--- src/design/nps_pkg.sv ---
// Package for the next prime search block: widths, search constants and state codes.
// Used by the channel interfaces, the shared divider and the top level.
package nps_pkg;

  localparam int VALUE_WIDTH_DEF = 32;
  localparam int START_W         = 32;
  localparam int PRIME_W         = 32;

  localparam int SMALL_PRIME   = 2;
  localparam int LAST_TRIVIAL  = 3;
  localparam int DIV_THREE     = 3;
  localparam int FIRST_DIVISOR = 5;
  localparam int PAIR_GAP      = 2;
  localparam int DIVISOR_STEP  = 6;

  typedef enum logic [5:0] {
    S_IDLE = 6'b000001,
    S_CAND = 6'b000010,
    S_DIV3 = 6'b000100,
    S_DIVA = 6'b001000,
    S_DIVB = 6'b010000,
    S_OUT  = 6'b100000
  } nps_state_t;

endpackage

--- src/design/nps_if.sv ---
// Valid/ready channel interfaces for the next prime search block.
// Depends on nps_pkg for the payload widths.
interface nps_in_if;
  import nps_pkg::*;
  logic               valid;
  logic               ready;
  logic [START_W-1:0] start_value;
  modport source(output valid, output start_value, input ready);
  modport sink(input valid, input start_value, output ready);
endinterface

interface nps_out_if;
  import nps_pkg::*;
  logic               valid;
  logic               ready;
  logic [PRIME_W-1:0] prime_found;
  logic               overflow;
  modport source(output valid, output prime_found, output overflow, input ready);
  modport sink(input valid, input prime_found, input overflow, output ready);
endinterface

--- src/design/nps_div.sv ---
// Shared restoring divider: one quotient bit per cycle, quotient and remainder held after done.
// Sized by the VALUE_WIDTH parameter handed down from the top level; its default comes from nps_pkg.
module nps_div #(
  parameter int VALUE_WIDTH = nps_pkg::VALUE_WIDTH_DEF
) (
  input  logic                   clk,
  input  logic                   rst_n,
  input  logic                   start,
  input  logic [VALUE_WIDTH-1:0] dividend,
  input  logic [VALUE_WIDTH-1:0] divisor,
  output logic                   done,
  output logic [VALUE_WIDTH-1:0] quotient,
  output logic [VALUE_WIDTH-1:0] remainder
);
  localparam int CW = $clog2(VALUE_WIDTH);

  logic                   busy_r;
  logic                   done_r;
  logic [CW-1:0]          cnt_r;
  logic [VALUE_WIDTH-1:0] dvd_r;
  logic [VALUE_WIDTH-1:0] rem_r;
  logic [VALUE_WIDTH-1:0] dsr_r;
  logic [VALUE_WIDTH:0]   trial;
  logic [VALUE_WIDTH:0]   diff;
  logic                   fits;

  assign trial = {rem_r, dvd_r[VALUE_WIDTH-1]};
  assign diff  = trial - {1'b0, dsr_r};
  assign fits  = trial >= {1'b0, dsr_r};

  always_ff @(posedge clk) begin
    if (!rst_n) begin
      busy_r <= 1'b0;
      done_r <= 1'b0;
    end else begin
      done_r <= 1'b0;
      if (start) begin
        busy_r <= 1'b1;
      end else if (busy_r && cnt_r == '0) begin
        busy_r <= 1'b0;
        done_r <= 1'b1;
      end
    end
  end

  always_ff @(posedge clk) begin
    if (start) begin
      dvd_r <= dividend;
      dsr_r <= divisor;
      rem_r <= '0;
      cnt_r <= CW'(VALUE_WIDTH - 1);
    end else if (busy_r) begin
      rem_r <= fits ? diff[VALUE_WIDTH-1:0] : trial[VALUE_WIDTH-1:0];
      dvd_r <= {dvd_r[VALUE_WIDTH-2:0], fits};
      cnt_r <= cnt_r - CW'(1);
    end
  end

  assign done      = done_r;
  assign quotient  = dvd_r;
  assign remainder = rem_r;

endmodule

--- src/design/next_prime_search.sv ---
// Next prime search: smallest prime above start_value by 6k+-1 trial division, else overflow.
// Each division runs on the shared divider; a candidate costs up to
// about 2 + sqrt(c) / 3 divisions.
// One item at a time: a new beat is taken only after the result beat has been taken.
// Reset (synchronous, active low) returns the sequencer to idle and drops any search.
// Depends on nps_pkg, nps_if and nps_div.
module next_prime_search #(
  parameter int VALUE_WIDTH = nps_pkg::VALUE_WIDTH_DEF
) (
  input  logic       clk,
  input  logic       rst_n,
  nps_in_if.sink     in_chan,
  nps_out_if.source  out_chan
);
  import nps_pkg::*;

  localparam int W = VALUE_WIDTH;
  localparam logic [W-1:0] MASK = {W{1'b1}};

  nps_state_t         state_r, state_nxt;
  logic [W-1:0]       c_r, c_nxt;
  logic [W-1:0]       d_r, d_nxt;
  logic [W-1:0]       dsr_r, dsr_nxt;
  logic               div_start_r, div_start_nxt;
  logic [PRIME_W-1:0] prime_r, prime_nxt;
  logic               ovf_r, ovf_nxt;
  logic [W-1:0]       in_val;
  logic               reject;
  logic               found;
  logic               div_done;
  logic [W-1:0]       div_quo;
  logic [W-1:0]       div_rem;

  assign in_val = W'(in_chan.start_value);

  nps_div #(.VALUE_WIDTH(VALUE_WIDTH)) u_div (
    .clk       (clk),
    .rst_n     (rst_n),
    .start     (div_start_r),
    .dividend  (c_r),
    .divisor   (dsr_r),
    .done      (div_done),
    .quotient  (div_quo),
    .remainder (div_rem)
  );

  always_comb begin
    state_nxt     = state_r;
    c_nxt         = c_r;
    d_nxt         = d_r;
    dsr_nxt       = dsr_r;
    div_start_nxt = 1'b0;
    prime_nxt     = prime_r;
    ovf_nxt       = ovf_r;
    reject        = 1'b0;
    found         = 1'b0;
    case (state_r)
      S_IDLE: begin
        if (in_chan.valid) begin
          if (in_val <= W'(1)) begin
            prime_nxt = PRIME_W'(SMALL_PRIME);
            ovf_nxt   = 1'b0;
            state_nxt = S_OUT;
          end else if (in_val == MASK) begin
            prime_nxt = '0;
            ovf_nxt   = 1'b1;
            state_nxt = S_OUT;
          end else begin
            c_nxt     = in_val + W'(1);
            state_nxt = S_CAND;
          end
        end
      end
      S_CAND: begin
        if (c_r <= W'(LAST_TRIVIAL)) begin
          found = 1'b1;
        end else if (!c_r[0]) begin
          reject = 1'b1;
        end else begin
          dsr_nxt       = W'(DIV_THREE);
          div_start_nxt = 1'b1;
          state_nxt     = S_DIV3;
        end
      end
      S_DIV3: begin
        if (div_done) begin
          if (div_rem == '0) begin
            reject = 1'b1;
          end else begin
            d_nxt         = W'(FIRST_DIVISOR);
            dsr_nxt       = W'(FIRST_DIVISOR);
            div_start_nxt = 1'b1;
            state_nxt     = S_DIVA;
          end
        end
      end
      S_DIVA: begin
        if (div_done) begin
          if (d_r > div_quo) begin
            found = 1'b1;
          end else if (div_rem == '0) begin
            reject = 1'b1;
          end else begin
            dsr_nxt       = d_r + W'(PAIR_GAP);
            div_start_nxt = 1'b1;
            state_nxt     = S_DIVB;
          end
        end
      end
      S_DIVB: begin
        if (div_done) begin
          if (div_rem == '0) begin
            reject = 1'b1;
          end else begin
            d_nxt         = d_r + W'(DIVISOR_STEP);
            dsr_nxt       = d_r + W'(DIVISOR_STEP);
            div_start_nxt = 1'b1;
            state_nxt     = S_DIVA;
          end
        end
      end
      S_OUT: begin
        if (out_chan.ready) begin
          state_nxt = S_IDLE;
        end
      end
      default: begin
        state_nxt = S_IDLE;
      end
    endcase

    if (found) begin
      prime_nxt = PRIME_W'(c_r);
      ovf_nxt   = 1'b0;
      state_nxt = S_OUT;
    end else if (reject) begin
      if (c_r == MASK) begin
        prime_nxt = '0;
        ovf_nxt   = 1'b1;
        state_nxt = S_OUT;
      end else begin
        c_nxt     = c_r + W'(1);
        state_nxt = S_CAND;
      end
    end
  end

  always_ff @(posedge clk) begin
    if (!rst_n) begin
      state_r     <= S_IDLE;
      div_start_r <= 1'b0;
    end else begin
      state_r     <= state_nxt;
      div_start_r <= div_start_nxt;
    end
  end

  always_ff @(posedge clk) begin
    c_r     <= c_nxt;
    d_r     <= d_nxt;
    dsr_r   <= dsr_nxt;
    prime_r <= prime_nxt;
    ovf_r   <= ovf_nxt;
  end

  assign in_chan.ready        = (state_r == S_IDLE);
  assign out_chan.valid       = (state_r == S_OUT);
  assign out_chan.prime_found = prime_r;
  assign out_chan.overflow    = ovf_r;

  // A taken input beat closes the input side until its result has gone out.
  a_one_at_a_time: assert property (@(posedge clk) disable iff (!rst_n)
    in_chan.valid && in_chan.ready |=> !in_chan.ready)
    else $error("input accepted again before the result beat");

  a_ovf_zero: assert property (@(posedge clk) disable iff (!rst_n)
    out_chan.valid && out_chan.overflow |-> out_chan.prime_found == '0)
    else $error("overflow result carries a nonzero prime");

  a_divisor_ok: assert property (@(posedge clk) disable iff (!rst_n)
    div_start_r |-> dsr_r >= W'(DIV_THREE))
    else $error("divider started with a divisor below three");

  a_done_waited: assert property (@(posedge clk) disable iff (!rst_n)
    div_done |-> (state_r == S_DIV3 || state_r == S_DIVA || state_r == S_DIVB))
    else $error("divider finished outside a wait state");

endmodule
--- src/flat_wrapper.sv ---
// flat-port wrapper written by rule: the top's interface ports become plain ports
module next_prime_search_flat import nps_pkg::*;
#(
  parameter int VALUE_WIDTH = nps_pkg::VALUE_WIDTH_DEF
)
  (clk, rst_n, in_chan_valid, in_chan_start_value, in_chan_ready, out_chan_valid, out_chan_prime_found, out_chan_overflow, out_chan_ready);
  nps_in_if in_chan_i ();
  nps_out_if out_chan_i ();
  input  logic clk;
  input  logic rst_n;
  input wire logic [$bits(in_chan_i.valid)-1:0] in_chan_valid;
  input wire logic [$bits(in_chan_i.start_value)-1:0] in_chan_start_value;
  output wire logic [$bits(in_chan_i.ready)-1:0] in_chan_ready;
  output wire logic [$bits(out_chan_i.valid)-1:0] out_chan_valid;
  output wire logic [$bits(out_chan_i.prime_found)-1:0] out_chan_prime_found;
  output wire logic [$bits(out_chan_i.overflow)-1:0] out_chan_overflow;
  input wire logic [$bits(out_chan_i.ready)-1:0] out_chan_ready;
  assign in_chan_i.valid = in_chan_valid;
  assign in_chan_i.start_value = in_chan_start_value;
  assign in_chan_ready = in_chan_i.ready;
  assign out_chan_valid = out_chan_i.valid;
  assign out_chan_prime_found = out_chan_i.prime_found;
  assign out_chan_overflow = out_chan_i.overflow;
  assign out_chan_i.ready = out_chan_ready;
  next_prime_search #(.VALUE_WIDTH(VALUE_WIDTH)) u_core (.clk(clk), .rst_n(rst_n), .in_chan(in_chan_i), .out_chan(out_chan_i));
endmodule
--- config.mk ---
export PLATFORM = sky130hd
export DESIGN_NAME = next_prime_search_flat
export DESIGN_NICKNAME = d
export VERILOG_FILES = /design/src/design/nps_pkg.sv /design/src/design/nps_if.sv /design/src/design/nps_div.sv /design/src/design/next_prime_search.sv /design/src/flat_wrapper.sv
export SDC_FILE = /design/constraint.sdc
export NUM_CORES = 1
export LEC_CHECK = 0
export BUFFER_PORTS_ARGS = -buffer_cell sky130_fd_sc_hd__buf_4
export CORE_ASPECT_RATIO = 0.7
export CORE_MARGIN = 10
export CORE_UTILIZATION = 60
export CTS_BUF_LIST = sky130_fd_sc_hd__clkbuf_2
export DETAILED_ROUTE_END_ITERATION = 10
export PLACE_DENSITY = 0.76
export SLEW_MARGIN = 30
export SYNTH_ARGS = -nofsm -noshare
export SYNTH_HDL_FRONTEND = slang
export SYNTH_SLANG_ARGS = --single-unit
--- constraint.sdc ---
create_clock -name clk -period 4.3 [get_ports clk]
set_clock_uncertainty 0.15 [all_clocks]
set_input_delay 0.215 -clock clk [delete_from_list [all_inputs] [get_ports clk]]
set_output_delay 0.215 -clock clk [all_outputs]
set_load 0.02 [all_outputs]
==> reports/metrics.cfg, run 1 <==
[routing]
drc_errors=0
vias=12500
antenna_left=0
first_pass_iters=5
drtIter0Drc=1424
via_per_inst=6.18
wl_per_cell_um=19.1
totalWireLength_mm=38.8

[finish]
syn_to_final_growth_pct=13.9
nNetsFinal=1772
layout-drive-gt1-share_pct=14.9

[logic_synthesis]
synth_common_cells=nor2_1 (156), nand2_1 (134), edfxtp_1 (127)
ys_ff_latch=238
synthesis.area_um2=14000
synth.distinct_cells=86
synthArstFlopShare_pct=0
synth_warnings=0
syn-instance-count=1523
syn_nets=1631
synth_ff_type=edfxtp_1
netlist.top_cell.by_area=edfxtp_1
synth_area_leaders=edfxtp_1 (27%), dfxtp_1 (16%), ha_1 (6.3%)
synth_edf_count=127
synth_most_common_cell=nor2_1
synth_top_area_share_pct=27.1
avgSynthCellArea_um2=9.22
ys_seq_area_share_pct=43.0

[setup_path]
worst-endpoint-arrival_ns=4.73
worstReg2RegStart=u_core.c_r[0]
r2r_setup_slack_ns=0.22
startpoint_type=flop
critPathLaunch=u_core.c_r[0]
critical_path_class=flop to flop
crit_fanout=33
crit_required_ns=4.95
endpoint_kind=flop

[timing]
finalCritPeriodShare_pct=94.9
worstMarginPinSlew_ns=1.03
fin_ws_ns=0.219
drv_slew=0
final-hold-violation-count=0
setup_viol=0
fmax_mhz=245
rsz0062_at_grt=false
fin_tns_setup_ns=0
min_period_ns=4.08
slew_headroom_pct=30.8

[die]
num_rows=46
ios=71
dieHeight_um=148
die_area_um2=30000
dieWidth_um=203
start_util_pct=61.5
core-area_um2=22800

[global_route]
grt_pass1_wl_mm=61.8
grt_overflow_total=0
grt_usage_pct=25.2
grt_pass1_vias=11600
antenna_found_initial=3
grt_max_degree=90

[clocking]
root_buffer=clkbuf_2
clock_latency_ns=0.88
path_clk_slew_ns=0.12
cts_tree=built
clk_path_buf_depth=3
cts_buffers=57
cts_sinks=238
cts_max_level=2

[power]
p_per_area_nw_per_um2=437
leakagePower_nw=6.26
irDropWorstVdd_mv=0.273

[placed_design]
hpwl_mm=27.1
gp_congestion=0.950
place_ws_ns=0.575
io_buffers=70

[hold_path]
min_from=rst_n
hp-class=input pin to flop

[job]
maxCapViolations=0

[status]
status=completed

layout by cell type (no fill, tap or decap), types with 8 or more instances in the layout:
| master | count |
|---|---|
| o21a_1 | 9 |
| edfxtp_1 | 127 |
| nor4_1 | 29 |
| a21o_1 | 16 |
| nand2_1 | 134 |
| a311oi_1 | 15 |
| ha_1 | 71 |
| clkinv_1 | 18 |
| a21oi_1 | 77 |
| dlygate4sd3_1 | 68 |
| clkbuf_2 | 84 |
| nand4_1 | 43 |
| dfxtp_1 | 109 |
| a22o_1 | 14 |
| nor2_1 | 155 |
| buf_4 | 98 |
| a211oi_1 | 29 |
| a22o_2 | 25 |
| xor2_1 | 41 |
| xnor2_1 | 62 |
| o22ai_1 | 25 |
| mux2i_1 | 24 |
| and3_1 | 28 |
| nor3_1 | 27 |
| nand2b_1 | 10 |
| o21ai_0 | 87 |
| and4_1 | 8 |
| inv_1 | 91 |
| nand3_1 | 59 |
metal layers:
metal	vias up	global-route usage (%)	part of all wire (%)
met2	676	34.7	41
met3	85	7.16	12
met4	0	6.95	2.1
met1	5867	37.3	45
li1	5898	-	-
met5	-	0	0
worst max-delay path, stage by stage (launching register included):
cell           delay [ns]
dfxtp_2              0.50
ha_1                 0.31
nand2_1              0.07
or3_1                0.54
nor4_4               0.50
and3_1               0.32
a21o_1               0.15
o41ai_4              0.08
buf_4                0.25
nand4_1              0.14
mux2_1               0.32
a21oi_1              0.11
dlygate4sd3_1        0.56
report_power, final:
group / total [W] / switching [W] / internal [W] / leakage, nW
clock network: 0.00148 / 0.000954 / 0.000530 / 0.401
logic: 0.00218 / 0.00122 / 0.000960 / 3.82
registers: 0.00333 / 0.000582 / 0.00275 / 2.04
total: 0.00699 / 0.00275 / 0.00424 / 6.26
metrics by stage:
step | hold WS (ns) | power (W) | util [%] | instances | instance area, um2
floorplan | 0.137 | 0.00478 | - | 1523 | 14000
global placement | 0.251 | 0.00532 | 64.5 | 1844 | 14700
detailed placement | 0.255 | 0.00539 | 64.5 | 1844 | 14700
CTS | 0.0228 | 0.00693 | 69.8 | 2020 | 15900
global route | 0.0551 | 0.00742 | 70.0 | 2027 | 16000
finish | 0.104 | 0.00699 | 70.0 | 2028 | 16000
path summary, 6_finish.rpt:
check | end | cells after the start
worst max-delay path | u_core.c_r[26] | 12
worst min-delay path | u_core.u_div.busy_r | 4
worst min register to register | u_core.u_div.dsr_r[14] | 0
worst max register to register | u_core.c_r[26] | 12
what timing repair did:
action	4_1_cts	5_1_grt
hold buffers	68	0
hold endpoints to repair	74	0
setup buffers	0	5
gates resized for setup	0	1
endpoints found under the setup margin	0	1
final cells by class:
cell class | count | area [um2]
Antenna cell | 3 | 7.51
Clock buffer | 84 | 420
Clock inverter | 24 | 96.3
Fill cell | 1789 | 6860
Inverter | 91 | 342
Multi-Input combinational cell | 1110 | 7280
Sequential cell | 238 | 6040
Tap cell | 312 | 390
Timing Repair Buffer | 166 | 1420
flip-flops by register name, summed over array words and instances (netlist names), 6 cells and up:
name and count:
u_core.c_r 32, u_core.u_div.remainder 32, u_core.u_div.quotient 32, u_core.d_r 31, u_core.out_chan.prime_found 32, u_core.state_r 6, u_core.dsr_r 32, u_core.u_div.dsr_r 32
cells by family after synthesis:
family,count (synthesis),synth area share (%)
compound gates,360,17.4
xor+xnor,103,6.42
fa+ha+maj,72,6.47
buf+inv,175,5.36
flops,238,43.0
mux,32,2.38
other cells,1,0.0267
simple gates,542,19.0
Note: power is estimated with default switching activity, not from simulation.
==> run 2: changes to the inputs <==
--- a/config.mk
+++ b/config.mk
@@ -8,10 +8,10 @@
 export BUFFER_PORTS_ARGS = -buffer_cell sky130_fd_sc_hd__buf_4
 export CORE_ASPECT_RATIO = 0.7
 export CORE_MARGIN = 10
-export CORE_UTILIZATION = 60
+export CORE_UTILIZATION = 55
 export CTS_BUF_LIST = sky130_fd_sc_hd__clkbuf_2
 export DETAILED_ROUTE_END_ITERATION = 10
-export PLACE_DENSITY = 0.76
+export PLACE_DENSITY = 0.71
 export SLEW_MARGIN = 30
 export SYNTH_ARGS = -nofsm -noshare
 export SYNTH_HDL_FRONTEND = slang
==> run 2 against run 1 <==
Sequential share of layout area fell by 0.45 points. Worst setup slack worse by 0.040 ns. Count of clock-buffer cells in the layout up 2. Wire length increased by 2.3%. Sequential cell count unchanged. First-iteration DRC count rose by 18%. Highest routed layer unchanged.
==> reports/metrics.cfg, run 2 (same netlist as run 1, synthesis figures left out) <==
[power]
p_per_area_nw_per_um2=443  ; +1.3%
power.internal_w=0.00438  ; +3.4%
leakagePower_nw=6.33  ; +1.1%
pwr-share-clk_pct=22.8  ; +1.6 points
power_frac_seq_pct=46.6  ; -1.1 points
p_total_w=0.00717  ; +2.6%
p_sw_share_pct=38.9  ; -0.47 points
irDropWorstVdd_mv=0.233  ; -15%
power.switching_w=0.00279  ; +1.3%
power_frac_comb_pct=30.6  ; -0.5 points

[clocking]
cts_buffers=58  ; +1.8%
path_clk_slew_ns=0.12  ; about the same
clock_latency_ns=0.93  ; +0.05 ns
cts_tree=built
clk_path_buf_depth=3  ; unchanged
cts_max_level=2  ; unchanged
root_buffer=clkbuf_2
cts_sinks=238  ; unchanged

[die]
core-area_um2=24900  ; +8.8%
dieHeight_um=154  ; +3.8%
die_area_um2=32400  ; +8.0%
ios=71  ; unchanged
start_util_pct=56.5  ; -5.0 points
dieWidth_um=211  ; +4.0%
num_rows=48  ; +4.3%

[global_route]
grt_usage_pct=23.9  ; -1.3 points
grt_pass1_wl_mm=62.9  ; +1.7%
grt_max_degree=99  ; +10%
grt_overflow_total=0  ; unchanged
grt_pass1_vias=11700  ; +1.2%
antenna_found_initial=1  ; -2

[timing]
rsz0062_at_grt=false
fin_tns_setup_ns=0  ; unchanged
final-hold-violation-count=0  ; unchanged
min_period_ns=4.12  ; +0.0398 ns
drv_slew=0  ; unchanged
fin_ws_ns=0.179  ; -0.0398 ns
worstMarginPinSlew_ns=1.03  ; +0.00180 ns
fmax_mhz=243  ; -0.97%
finalCritPeriodShare_pct=95.8  ; +0.93 points
setup_viol=0  ; unchanged
slew_headroom_pct=30.9  ; +0.098 points

[setup_path]
crit_required_ns=5.00  ; +0.05 ns
startpoint_type=flop
endpoint_kind=flop
worst-endpoint-arrival_ns=4.82  ; +0.09 ns
critical_path_class=flop to flop
crit_fanout=33  ; unchanged

[placed_design]
hpwl_mm=27.3  ; +0.84%
place_ws_ns=0.569  ; -0.00603 ns
placed_area_um2=14800  ; +0.20%
gp_congestion=0.939  ; -1.2%
io_buffers=70  ; unchanged

[finish]
layout-drive-gt1-share_pct=14.6  ; -0.25 points
mostFrequentLayoutCells=nor2_1 (155), nand2_1 (134), edfxtp_1 (127), dfxtp_1 (109), buf_4 (92)
final_area_um2=16200  ; +1.2%
layout_commonest_cell=nor2_1
syn_to_final_growth_pct=15.2
nNetsFinal=1781  ; +0.51%

[routing]
vias=12500  ; +0.11%
drc_errors=0  ; unchanged
antenna_left=0  ; unchanged
wl_per_cell_um=19.4  ; +1.3%
drtIter0Drc=1680  ; +18%
totalWireLength_mm=39.7  ; +2.3%
first_pass_iters=6  ; +1
via_per_inst=6.12  ; -0.87%

[job]
maxCapViolations=0  ; unchanged

[status]
status=completed

[hold_path]
hp-class=input pin to flop

run 2: final cells by class:
type                       instances  area (um2)
fill                            2040        8680
multi-input combinational       1110        7290
sequential                       238        6040
timing repair buffer             174        1530
clock buffer                      86         430
tap                              325         407
inverter                          91         342
clock inverter                    23         141
antenna                            1        2.50
run 2: timing repair:
item                                   in CTS  in global routing
gates resized for setup                     0                  3
setup endpoints to repair                   0                  2
endpoints found under the hold margin      74                  0
hold buffers                               80                  0
setup buffers                               0                  0
run 2: path summary, 6_finish.rpt:
check / start / endpoint / slack, ns / cells past startpoint
setup / recovery: u_core.d_r[27] / u_core.c_r[26] / 0.18 / 11
hold / removal: in_chan_start_value[0] / u_core.c_r[0] / 0.11 / 4
setup reg to reg: u_core.d_r[27] / u_core.c_r[26] / 0.18 / 11
hold reg to reg: u_core.dsr_r[14] / u_core.u_div.dsr_r[14] / 0.24 / 0
run 2: stage by stage:
step | utilization (%) | instances | hold slack (ns)
after floorplan | - | 1523 | 0.137
after global placement | 59.4 | 1857 | 0.253
after detailed placement | 59.4 | 1857 | 0.255
after CTS | 65.0 | 2046 | 0.0385
after global routing | 65.1 | 2048 | 0.0845
final | 65.1 | 2048 | 0.113
run 2: routing by layer:
layer / vias to the layer above / GRT usage [%] / wire, um
li1: 5929 / - / -
met1: 5855 / 36.4 / 18500
met2: 671 / 32.5 / 15900
met3: 85 / 5.83 / 4520
met4: 0 / 6.02 / 777
met5: - / 0.313 / 0
run 2: power groups by stage:
stage / logic [W] / registers [W] / clock network (W)
6_report: 0.00220 / 0.00334 / 0.00164
5_1_grt: 0.00242 / 0.00338 / 0.00179
4_1_cts: 0.00214 / 0.00331 / 0.00167
3_5_place_dp: 0.00205 / 0.00336 / 0
3_3_place_gp: 0.00199 / 0.00335 / 0
2_1_floorplan: 0.00174 / 0.00303 / 0
run 2: critical path: stages, from the launching register on:
cell           delay, ns
edfxtp_1            0.53
ha_1                0.37
nand4_1             0.18
or4_1               0.56
or3_4               0.38
a311oi_4            0.38
o41ai_4             0.15
buf_12              0.19
nand4_1             0.11
mux2_1              0.33
a21oi_1             0.14
dlygate4sd3_1       0.57
